## config.mk

```make
export PLATFORM = sky130hd
export DESIGN_NAME = stomp_frame_deframer_flat
export DESIGN_NICKNAME = d
export VERILOG_FILES = /design/src/hdl/sfd_pkg.sv /design/src/hdl/sfd_if.sv /design/src/hdl/sfd_front.sv /design/src/hdl/sfd_queue.sv /design/src/hdl/sfd_back.sv /design/src/hdl/stomp_frame_deframer.sv /design/src/flat_wrapper.sv
export SDC_FILE = /design/constraint.sdc
export NUM_CORES = 1
export LEC_CHECK = 0
export BUFFER_PORTS_ARGS = -buffer_cell sky130_fd_sc_hd__buf_2
export CORE_UTILIZATION = 45
export DETAILED_ROUTE_END_ITERATION = 6
export SETUP_SLACK_MARGIN = 0.1
export SYNTH_ARGS = -nofsm -noshare
export SYNTH_HDL_FRONTEND = slang
export SYNTH_HIERARCHICAL = 1
export SYNTH_SLANG_ARGS = --single-unit
```

## constraint.sdc

```tcl
create_clock -name clk -period 5 [get_ports clk]
set_input_delay 0.25 -clock clk [delete_from_list [all_inputs] [get_ports clk]]
set_output_delay 0.25 -clock clk [all_outputs]
set_load 0.005 [all_outputs]
```

## src/hdl/sfd_pkg.sv

```systemverilog
`default_nettype none
// ----------------------------------------------------------------------------
// sfd_pkg
// Shared types and constants of the frame deframer: event codes, special
// characters, parse phases and the queue entry between front and back.
// ----------------------------------------------------------------------------
package sfd_pkg;

  // Event codes carried on the result channel
  localparam logic [2:0] EV_CMD_BYTE = 3'd0;
  localparam logic [2:0] EV_CMD_END  = 3'd1;
  localparam logic [2:0] EV_KEY_BYTE = 3'd2;
  localparam logic [2:0] EV_VAL_BYTE = 3'd3;
  localparam logic [2:0] EV_HDR_END  = 3'd4;
  localparam logic [2:0] EV_HDR_DROP = 3'd5;
  localparam logic [2:0] EV_BODY     = 3'd6;
  localparam logic [2:0] EV_FRAME    = 3'd7;

  // Characters with a meaning to the parser
  localparam logic [7:0] CH_NUL   = 8'h00;
  localparam logic [7:0] CH_LF    = 8'h0A;
  localparam logic [7:0] CH_CR    = 8'h0D;
  localparam logic [7:0] CH_COLON = 8'h3A;
  localparam logic [7:0] CH_BSL   = 8'h5C;
  localparam logic [7:0] CH_LC_C  = 8'h63;
  localparam logic [7:0] CH_LC_N  = 8'h6E;
  localparam logic [7:0] CH_LC_R  = 8'h72;

  // Queue between front and back
  localparam int QDEPTH = 4;
  localparam int QAW    = $clog2(QDEPTH);

  typedef enum logic [4:0] {
    PH_IDLE = 5'b00001,
    PH_CMD  = 5'b00010,
    PH_KEY  = 5'b00100,
    PH_VAL  = 5'b01000,
    PH_BODY = 5'b10000
  } phase_t;

  typedef struct packed {
    logic [2:0] event_res;
    logic [7:0] data;
  } result_t;

  // One input byte's worth of results: one or two
  typedef struct packed {
    logic    two;
    result_t r0;
    result_t r1;
  } entry_t;

  // Queue head as seen by the back part
  typedef struct packed {
    logic   avail;
    entry_t head;
  } qhead_t;

endpackage
`default_nettype wire

```

## src/hdl/sfd_if.sv

```systemverilog
`default_nettype none
// ----------------------------------------------------------------------------
// sfd_if
// Handshake channels of the deframer: raw byte input and tagged result output.
// ----------------------------------------------------------------------------
interface sfd_in_if;
  logic       valid;
  logic       ready;
  logic [7:0] in_byte;

  modport source (output valid, output in_byte, input ready);
  modport sink   (input valid, input in_byte, output ready);
endinterface

interface sfd_out_if;
  logic       valid;
  logic       ready;
  logic [2:0] event_res;
  logic [7:0] out_byte;
  logic       last;

  modport source (output valid, output event_res, output out_byte, output last,
                  input ready);
  modport sink   (input valid, input event_res, input out_byte, input last,
                  output ready);
endinterface
`default_nettype wire

```

## src/hdl/sfd_front.sv

```systemverilog
`default_nettype none
// ----------------------------------------------------------------------------
// sfd_front
// Parser front: accepts raw bytes, tracks the frame phase and turns each
// byte into zero, one or two tagged results pushed into the queue.
// ----------------------------------------------------------------------------
module sfd_front
  import sfd_pkg::*;
(
  input  wire logic   clk,
  input  wire logic   rst,
  sfd_in_if.sink      bytes,
  input  wire logic   q_full,
  output logic        push,
  output entry_t      push_entry
);

  phase_t     phase, phase_next;
  logic       escape_pending, escape_pending_next;
  logic       line_empty, line_empty_next;
  logic       accept;
  logic       emit;
  logic [7:0] b;

  assign bytes.ready = !q_full;
  assign accept      = bytes.valid && bytes.ready;
  assign b           = bytes.in_byte;
  assign push        = accept && emit;

  always_comb begin
    phase_next          = phase;
    escape_pending_next = escape_pending;
    line_empty_next     = line_empty;
    emit                = 1'b0;
    push_entry          = '0;
    case (phase)
      PH_CMD: begin
        if (b == CH_CR) begin
        end else if (b == CH_LF) begin
          emit                 = 1'b1;
          push_entry.r0        = '{EV_CMD_END, 8'h00};
          phase_next           = PH_KEY;
          line_empty_next      = 1'b1;
        end else begin
          emit                 = 1'b1;
          push_entry.r0        = '{EV_CMD_BYTE, b};
        end
      end
      PH_KEY: begin
        if (b == CH_CR) begin
        end else if (b == CH_LF) begin
          if (line_empty) begin
            phase_next = PH_BODY;
          end else begin
            emit            = 1'b1;
            push_entry.r0   = '{EV_HDR_DROP, 8'h00};
            line_empty_next = 1'b1;
          end
        end else if (b == CH_COLON) begin
          phase_next      = PH_VAL;
          line_empty_next = 1'b0;
        end else begin
          emit            = 1'b1;
          push_entry.r0   = '{EV_KEY_BYTE, b};
          line_empty_next = 1'b0;
        end
      end
      PH_VAL: begin
        if (b == CH_CR) begin
        end else if (b == CH_LF) begin
          emit = 1'b1;
          // flush a dangling backslash ahead of the header end
          if (escape_pending) begin
            push_entry.two = 1'b1;
            push_entry.r0  = '{EV_VAL_BYTE, CH_BSL};
            push_entry.r1  = '{EV_HDR_END, 8'h00};
          end else begin
            push_entry.r0  = '{EV_HDR_END, 8'h00};
          end
          escape_pending_next = 1'b0;
          phase_next          = PH_KEY;
          line_empty_next     = 1'b1;
        end else if (escape_pending) begin
          escape_pending_next = 1'b0;
          emit                = 1'b1;
          if (b == CH_LC_C) begin
            push_entry.r0 = '{EV_VAL_BYTE, CH_COLON};
          end else if (b == CH_BSL) begin
            push_entry.r0 = '{EV_VAL_BYTE, CH_BSL};
          end else if (b == CH_LC_N) begin
            push_entry.r0 = '{EV_VAL_BYTE, CH_LF};
          end else if (b == CH_LC_R) begin
            push_entry.r0 = '{EV_VAL_BYTE, CH_CR};
          end else begin
            // unknown escape: pass both bytes on
            push_entry.two = 1'b1;
            push_entry.r0  = '{EV_VAL_BYTE, CH_BSL};
            push_entry.r1  = '{EV_VAL_BYTE, b};
          end
        end else if (b == CH_BSL) begin
          escape_pending_next = 1'b1;
        end else begin
          emit          = 1'b1;
          push_entry.r0 = '{EV_VAL_BYTE, b};
        end
      end
      PH_BODY: begin
        emit = 1'b1;
        if (b == CH_NUL) begin
          push_entry.r0       = '{EV_FRAME, 8'h00};
          phase_next          = PH_IDLE;
          line_empty_next     = 1'b1;
          escape_pending_next = 1'b0;
        end else begin
          push_entry.r0 = '{EV_BODY, b};
        end
      end
      default: begin
        phase_next = PH_IDLE;
        // skip keep-alive line breaks
        if (b != CH_CR && b != CH_LF) begin
          emit          = 1'b1;
          push_entry.r0 = '{EV_CMD_BYTE, b};
          phase_next    = PH_CMD;
        end
        escape_pending_next = 1'b0;
        line_empty_next     = 1'b1;
      end
    endcase
  end

  always_ff @(posedge clk) begin
    if (rst) begin
      phase          <= PH_IDLE;
      escape_pending <= 1'b0;
      line_empty     <= 1'b1;
    end else if (accept) begin
      phase          <= phase_next;
      escape_pending <= escape_pending_next;
      line_empty     <= line_empty_next;
    end
  end

endmodule
`default_nettype wire

```

## src/hdl/sfd_queue.sv

```systemverilog
`default_nettype none
// ----------------------------------------------------------------------------
// sfd_queue
// Short request queue between parser front and result back; lets either
// side stall without holding up the other.
// ----------------------------------------------------------------------------
module sfd_queue
  import sfd_pkg::*;
(
  input  wire logic   clk,
  input  wire logic   rst,
  input  wire logic   push,
  input  wire entry_t push_entry,
  input  wire logic   pop,
  output logic        full,
  output qhead_t      qhead
);

  entry_t         slots [QDEPTH];
  logic [QAW-1:0] wr_ptr;
  logic [QAW-1:0] rd_ptr;
  logic [QAW:0]   count;
  logic           do_pop;

  assign full        = (count == (QAW+1)'(QDEPTH));
  assign qhead.avail = (count != '0);
  assign qhead.head  = slots[rd_ptr];
  assign do_pop      = pop && qhead.avail;

  always_ff @(posedge clk) begin
    if (push) begin
      slots[wr_ptr] <= push_entry;
    end
  end

  always_ff @(posedge clk) begin
    if (rst) begin
      wr_ptr <= '0;
      rd_ptr <= '0;
      count  <= '0;
    end else begin
      if (push) begin
        wr_ptr <= wr_ptr + 1'b1;
      end
      if (do_pop) begin
        rd_ptr <= rd_ptr + 1'b1;
      end
      case ({push, do_pop})
        2'b10:   count <= count + 1'b1;
        2'b01:   count <= count - 1'b1;
        default: count <= count;
      endcase
    end
  end

endmodule
`default_nettype wire

```

## src/hdl/sfd_back.sv

```systemverilog
`default_nettype none
// ----------------------------------------------------------------------------
// sfd_back
// Result back: drains queued requests into the output register, one result
// per cycle while the receiver takes them, marking each byte's last result.
// ----------------------------------------------------------------------------
module sfd_back
  import sfd_pkg::*;
(
  input  wire logic   clk,
  input  wire logic   rst,
  input  wire qhead_t qhead,
  output logic        pop,
  sfd_out_if.source   results
);

  logic    second;
  logic    load;
  result_t pick;
  logic    pick_last;

  assign load = qhead.avail && (!results.valid || results.ready);

  always_comb begin
    if (second) begin
      pick      = qhead.head.r1;
      pick_last = 1'b1;
    end else begin
      pick      = qhead.head.r0;
      pick_last = !qhead.head.two;
    end
  end

  // release the request once its final result is loaded
  assign pop = load && pick_last;

  always_ff @(posedge clk) begin
    if (rst) begin
      results.valid <= 1'b0;
      second        <= 1'b0;
    end else begin
      if (load) begin
        results.valid <= 1'b1;
        second        <= !pick_last;
      end else if (results.ready) begin
        results.valid <= 1'b0;
      end
    end
  end

  always_ff @(posedge clk) begin
    if (load) begin
      results.event_res <= pick.event_res;
      results.out_byte  <= pick.data;
      results.last      <= pick_last;
    end
  end

endmodule
`default_nettype wire

```

## src/hdl/stomp_frame_deframer.sv

```systemverilog
`default_nettype none
// ----------------------------------------------------------------------------
// stomp_frame_deframer
// Tags a raw text-frame byte stream: command, header key/value, body, ends.
// ----------------------------------------------------------------------------
// Usage:
//   bytes  : valid/ready channel carrying one raw byte (in_byte) per request.
//   events : valid/ready channel carrying event_res, out_byte and last.
//   Each input byte yields zero, one or two results; last marks the final
//   result of a byte. Line breaks before a command, stray CRs, the header
//   colon and a backslash that starts an escape yield nothing.
//   Path: a byte's results are written into the queue at the accepting
//   edge and then loaded into the output register once it is free; a
//   receiver stall can hold them in the queue.
//   Throughput: one byte per cycle in while the queue is not full; one
//   result per cycle out while the receiver takes them. A two-result byte
//   holds the output for both in turn; the four-entry queue absorbs bursts.
//   Reset (rst, synchronous): parser goes idle, queue empties, output valid
//   drops. No clearing pass is needed.
//   Receiver stall: the output register holds its result; the queue keeps
//   filling and bytes.ready falls only when the queue is full.
// ----------------------------------------------------------------------------
module stomp_frame_deframer
  import sfd_pkg::*;
(
  input  wire logic clk,
  input  wire logic rst,
  sfd_in_if.sink    bytes,
  sfd_out_if.source events
);

  logic   push;
  entry_t push_entry;
  logic   pop;
  logic   q_full;
  qhead_t qhead;

  sfd_front u_front (
    .clk        (clk),
    .rst        (rst),
    .bytes      (bytes),
    .q_full     (q_full),
    .push       (push),
    .push_entry (push_entry)
  );

  sfd_queue u_queue (
    .clk        (clk),
    .rst        (rst),
    .push       (push),
    .push_entry (push_entry),
    .pop        (pop),
    .full       (q_full),
    .qhead      (qhead)
  );

  sfd_back u_back (
    .clk     (clk),
    .rst     (rst),
    .qhead   (qhead),
    .pop     (pop),
    .results (events)
  );

endmodule
`default_nettype wire

```

## src/flat_wrapper.sv

```systemverilog
// flat-port wrapper written by rule: the top's interface ports become plain ports
module stomp_frame_deframer_flat import sfd_pkg::*;
  (clk, rst, bytes_valid, bytes_in_byte, bytes_ready, events_valid, events_event_res, events_out_byte, events_last, events_ready);
  sfd_in_if bytes_i ();
  sfd_out_if events_i ();
  input  wire logic clk;
  input  wire logic rst;
  input wire logic [$bits(bytes_i.valid)-1:0] bytes_valid;
  input wire logic [$bits(bytes_i.in_byte)-1:0] bytes_in_byte;
  output wire logic [$bits(bytes_i.ready)-1:0] bytes_ready;
  output wire logic [$bits(events_i.valid)-1:0] events_valid;
  output wire logic [$bits(events_i.event_res)-1:0] events_event_res;
  output wire logic [$bits(events_i.out_byte)-1:0] events_out_byte;
  output wire logic [$bits(events_i.last)-1:0] events_last;
  input wire logic [$bits(events_i.ready)-1:0] events_ready;
  assign bytes_i.valid = bytes_valid;
  assign bytes_i.in_byte = bytes_in_byte;
  assign bytes_ready = bytes_i.ready;
  assign events_valid = events_i.valid;
  assign events_event_res = events_i.event_res;
  assign events_out_byte = events_i.out_byte;
  assign events_last = events_i.last;
  assign events_i.ready = events_ready;
  stomp_frame_deframer u_core (.clk(clk), .rst(rst), .bytes(bytes_i), .events(events_i));
endmodule
```

== Word-level counts from Yosys, hierarchy flattened ==
Memory sizes are Yosys's and may differ from the RTL's. A register that Yosys moved wholly into a read port is not among the register bits.
Index checks and enable logic that the tools add are counted.

* Add/subtract/negate cells: 4
* $mul: 0
* Divide/modulo/power cells: 0
* $lt $le $gt $ge: 0
* Equal/unequal tests: 23
* Shift-type cells: 0
* Mux-type cells: 73
* Bitwise gates (word level): 1
* Reductions and logical operators: 20

{| class="wikitable"
|+ Operators by type and width
! operator !! number
|-
| $mux 11 || 12
|-
| $mux 23 || 2
|-
| $pmux 11 s4 || 1
|-
| $mux 5 || 7
|-
| $eq 8x7->1 const B || 4
|-
| $mux 1 || 32
|-
| $mux 10 || 3
|-
| $mux 7 || 4
|-
| $mux 9 || 3
|-
| $eq 8x4->1 const B || 2
|-
| $ne 8x4->1 const B || 2
|-
| $pmux 5 s3 || 1
|-
| $eq 8x6->1 const B || 1
|-
| $logic_not 8->1 || 1
|-
| $mux 8 || 1
|-
| $ne 2x2->1 const B || 4
|-
| $reduce_and 7->1 || 1
|-
| $logic_and 1x1->1 || 6
|-
| $mux 2 || 3
|-
| $ne 3x3->1 const B || 2
|-
| $pmux 1 s3 || 2
|-
| $pmux 3 s2 || 1
|-
| $eq 5x2->1 const B || 1
|-
| $eq 5x3->1 const B || 1
|-
| 18 further kinds || 24
|}

* Register bits after elaboration: 28
* Bits in latches: 0
* Memory bits (writable): 92
* Bits in read-only memories: 0
* Memories: 1

{| class="wikitable"
|+ Memories
! memory !! depth !! width !! read ports !! clocked after memory_dff !! wr ports !! RTL line !! text
|-
| u_core.u_queue.slots || 4 || 23 || 1 || 1 || 1 || sfd_queue.sv:19 || <nowiki>entry_t slots [QDEPTH];</nowiki>
|}

== Logic depth before layout (Yosys ltp) ==
* Depth in word-level cells: 9
* Mapped depth: 14
* Mapped depth without buffers: 13

== Hierarchy ==
Netlist, hierarchy kept.

{| class="wikitable"
|+ Modules (own cells, without submodules)
! module !! times used !! cells an instance !! area an instance (um2)
|-
| sfd_queue || 1 || 168 || 3802.4
|-
| sfd_front || 1 || 195 || 1372.6
|-
| sfd_back || 1 || 37 || 635.6
|}

== Worst setup path before layout ==
OpenSTA, ideal clock, no wires.

* Path type: reg2reg
* Start: reg u_core.u_front.phase[1]
* End: reg u_core.u_queue.count[2]
* Data arrival time: 2.814 ns
* Setup slack: 2.116 ns
* Cell stages (with the launch flop): 13
* Path buffers: 1
* Path through: dfxtp_1 buf_6 or4b_4 or2_1 and2_1 o21a_1 inv_1 ha_1 inv_1 fa_1 xor2_1 or3_1 a21oi_1

* Cells in the longest elaborated chain, start to end: 5
* Elaborated cells on any way between the ends: 10
* Those cells by class: eq/ne (6); mux (2); reduce/logical (2)

{| class="wikitable"
|+ RTL lines
! item !! RTL line !! text
|-
| start: declaration || sfd_front.sv:18 || <nowiki>phase_t phase, phase_next;</nowiki>
|-
| start signal: assignment || sfd_front.sv:138 || <nowiki>phase <= phase_next;</nowiki>
|-
| $eq 5x5->1, or another cell as far along || sfd_front.sv:36 || <nowiki>case (phase)</nowiki>
|-
| $pmux 1 s4 * || sfd_front.sv:36 ||
|-
| $logic_and 1x1->1 * || sfd_front.sv:28 || <nowiki>assign push = accept && emit;</nowiki>
|-
| net u_core.push || stomp_frame_deframer.sv:32 || <nowiki>logic push;</nowiki>
|-
| $eq 2x1->1 or $eq 2x2->1 (tied branches) || sfd_queue.sv:48 || <nowiki>case ({push, do_pop})</nowiki>
|-
| $pmux 3 s2 or $reduce_bool 2->1 (tied branches) || n/a ||
|-
| end signal: assignment || sfd_queue.sv:49 || <nowiki>2'b10: count <= count + 1'b1;</nowiki>
|-
| end signal: assignment || sfd_queue.sv:50 || <nowiki>2'b01: count <= count - 1'b1;</nowiki>
|-
| end signal: assignment || sfd_queue.sv:51 || <nowiki>default: count <= count;</nowiki>
|-
| end: declaration || sfd_queue.sv:22 || <nowiki>logic [QAW:0] count;</nowiki>
|}

The timed path passes the listed nets; every way through them passes the cells marked *.
A chain may end at the register's enable or synchronous reset.

==> flow_metrics.tcl <==
set metrics [dict create \
    status "completed" \
    drt_iter0_markers 271 \
    power_mw 3.232 \
    ys_types 77 \
    cts_sinks 122 \
    initial_utilization_pct 46.04 \
    dieArea_mm2 0.01337 \
    worstSkewPairLatency_ns 0.41 \
    cts_max_level 4 \
    setup_tns_ns 0 \
    tritoncts "yes" \
    wl_um 11470 \
    finalClockSkew_ns 0.009051 \
    detail-route-antenna-nets 0 \
    holdCritPathClass "input pin to register" \
    end_kind "register" \
    firstDrtPassIters 5 \
    hold_start "events_ready" \
    numCtsBuffers 17 \
    cp_data_arrival_time_ns 3.51 \
    slew_violations 0 \
    yosysWarnings 6 \
    placeableCoreArea_mm2 0.01262 \
    drc 0 \
    die_height_um 115.6 \
    synth.net_count 418 \
    layout-drive-gt1-share_pct 25.28 \
    place_hpwl_um 7499 \
    period_minus_slack_ns 3.173 \
    path_class "register to register" \
    async_flop_share_pct 0 \
    num_rows 41 \
    grt_pass1_vias 3375 \
    antenna_found_initial 0 \
    n_antenna_cell 0 \
    io_pins 26 \
    report.final.setup_viol 0 \
    wl_per_cell_um 18.76 \
    fillers 1085 \
    grt_pass1_wl_um 18150 \
    max_freq_mhz 315.2 \
    syn_avg_cell_area_um2 14.53 \
    synth_edf_count 104 \
    yosysSeqAreaShare_pct 59.95 \
    fin_nets 445 \
    chipWidth_um 115.6 \
    grt_start_max_net_pins 24 \
    cts_root_buf "clkbuf_16" \
    place_congestion 0.9216 \
    grtUsageTotal_pct 18.97 \
    cts.clk_slew.worst_paths_ns 0.05 \
    cts_resized 0 \
    area_delta_synth_final_pct 13.22 \
    syn_inst 400 \
    final_common_cell "edfxtp_1" \
    period_share_pct 63.46 \
    multi_input_area_mm2 0.002098 \
    syn_area_mm2 0.005811 \
    peakVddDrop_uv 276.9 \
    p_per_area_mw_per_mm2 491.2 \
    p_leak_nw 2.261 \
    clockBufferDepth 2 \
    grt-ovfl-total 0 \
    startpoint_type "register" \
    worst_slew_pin_slew_ns 0.9344 \
    ys_seq_elements 122 \
    port_buffers 25 \
    register_area_mm2 0.003483 \
    final_cell_mix "edfxtp_1, nor2_1, buf_2, mux4_2, nand2_1" \
    cts_hold_buf 0 \
    cp_data_required_time_ns 5.34 \
    hold_violations 0 \
    via_per_inst 5.637 \
    num_vias 3444 \
    cap_violations 0 \
    maxSlewHeadroom_pct 37.62 \
    cts_setup_buffers 0 \
    synth_top_flop_cell "edfxtp_1" \
    rsz0062_at_grt "false" \
    cp_max_fo 23 \
    hold_slack_ns 0.1529 \
]
==> metal layers <==
| metal | routed length [um] | vias up | GRT usage, % |
|---|---|---|---|
| met5 | 0 | - | 0 |
| met4 | 160 | 0 | 6.838 |
| met3 | 614 | 17 | 6.015 |
| met2 | 5478 | 121 | 30.34 |
| met1 | 5212 | 1714 | 24.45 |
| li1 | - | 1592 | - |
==> critical path, cell delays in order, from the launching register on <==
cell     delay (ns)
dfxtp_1        0.30
buf_4          0.40
mux4_2         0.55
and2b_2        0.23
nor3_2         0.15
o31a_1         0.22
ha_1           0.20
inv_1          0.06
fa_1           0.37
xor2_1         0.16
or3_1          0.31
a21oi_1        0.16
==> synth_stat cells, types with 5 or more instances <==
| cell type | instances | area, um2 |
|---|---|---|
| nor2_1 | 32 | 120.1 |
| nor3_1 | 5 | 25.02 |
| ha_1 | 5 | 62.56 |
| nand2_1 | 19 | 71.32 |
| nand2b_1 | 7 | 43.79 |
| a21oi_1 | 14 | 70.07 |
| buf_6 | 5 | 56.30 |
| o21ai_0 | 16 | 80.08 |
| xor2_1 | 6 | 52.55 |
| inv_1 | 12 | 45.04 |
| mux2i_1 | 5 | 50.05 |
| mux2_4 | 9 | 135.1 |
| dfxtp_1 | 18 | 360.4 |
| edfxtp_1 | 104 | 3123 |
| and2_1 | 9 | 56.30 |
| mux4_2 | 20 | 450.4 |
| clkbuf_1 | 5 | 18.77 |
| buf_2 | 7 | 35.03 |
==> where the power goes <==
group | internal [mW] | switching, mW
clock network | 0.723 | 0.414
registers | 1.32 | 0.0849
logic | 0.347 | 0.347
==> path summary, 6_finish.rpt <==
kind / cells after the start / slack [ns] / endpoint
setup / recovery: 11 / 1.83 / u_core/u_queue/count[2]
hold / removal: 3 / 0.15 / u_core/u_back/results.valid
setup reg to reg: 11 / 1.83 / u_core/u_queue/count[2]
hold reg to reg: 2 / 0.52 / u_core/u_back/results.valid
==> flip-flops by register name (all words and copies together) (netlist names), 2 cells and up, named ones only <==
name / count
u_core/u_queue/rd_ptr: 2
u_core/u_back/results.event_res: 3
u_core/u_queue/count: 3
u_core/u_queue/wr_ptr: 2
u_core/u_back/results.out_byte: 8
u_core/u_front/phase: 5
u_core/u_queue/slots: 92
==> metrics by stage <==
| stage | util, % | area, um2 | std cells | worst slack [ns] |
|---|---|---|---|---|
| after floorplan | - | 5811 | 400 | 2.116 |
| after global placement | 47.70 | 6020 | 580 | 1.858 |
| after detailed placement | 47.70 | 6020 | 580 | 1.756 |
| after CTS | 52.13 | 6579 | 611 | 1.789 |
| after global routing | 52.13 | 6579 | 611 | 1.618 |
| final | 52.13 | 6579 | 611 | 1.827 |
==> area by class of cell <==
class                           instances  area share (%)
Multi-Input combinational cell        242           31.89
Inverter                               12          0.6847
Tap cell                              172           3.271
Timing Repair Buffer                   32           2.701
Clock buffer                           18           6.523
Sequential cell                       122           52.95
Clock inverter                         13           1.978
==> cells by family after synthesis <==
family / synth area share (%)
adder cells (fa/ha/maj): 1.421
AND/OR/NAND/NOR: 11.74
buffers and inverters: 3.940
multiplexers: 12.88
XOR/XNOR: 1.357
flip-flops: 59.95
AO/OA/AOI/OAI: 8.721
Power figures use the tool's default switching activity.
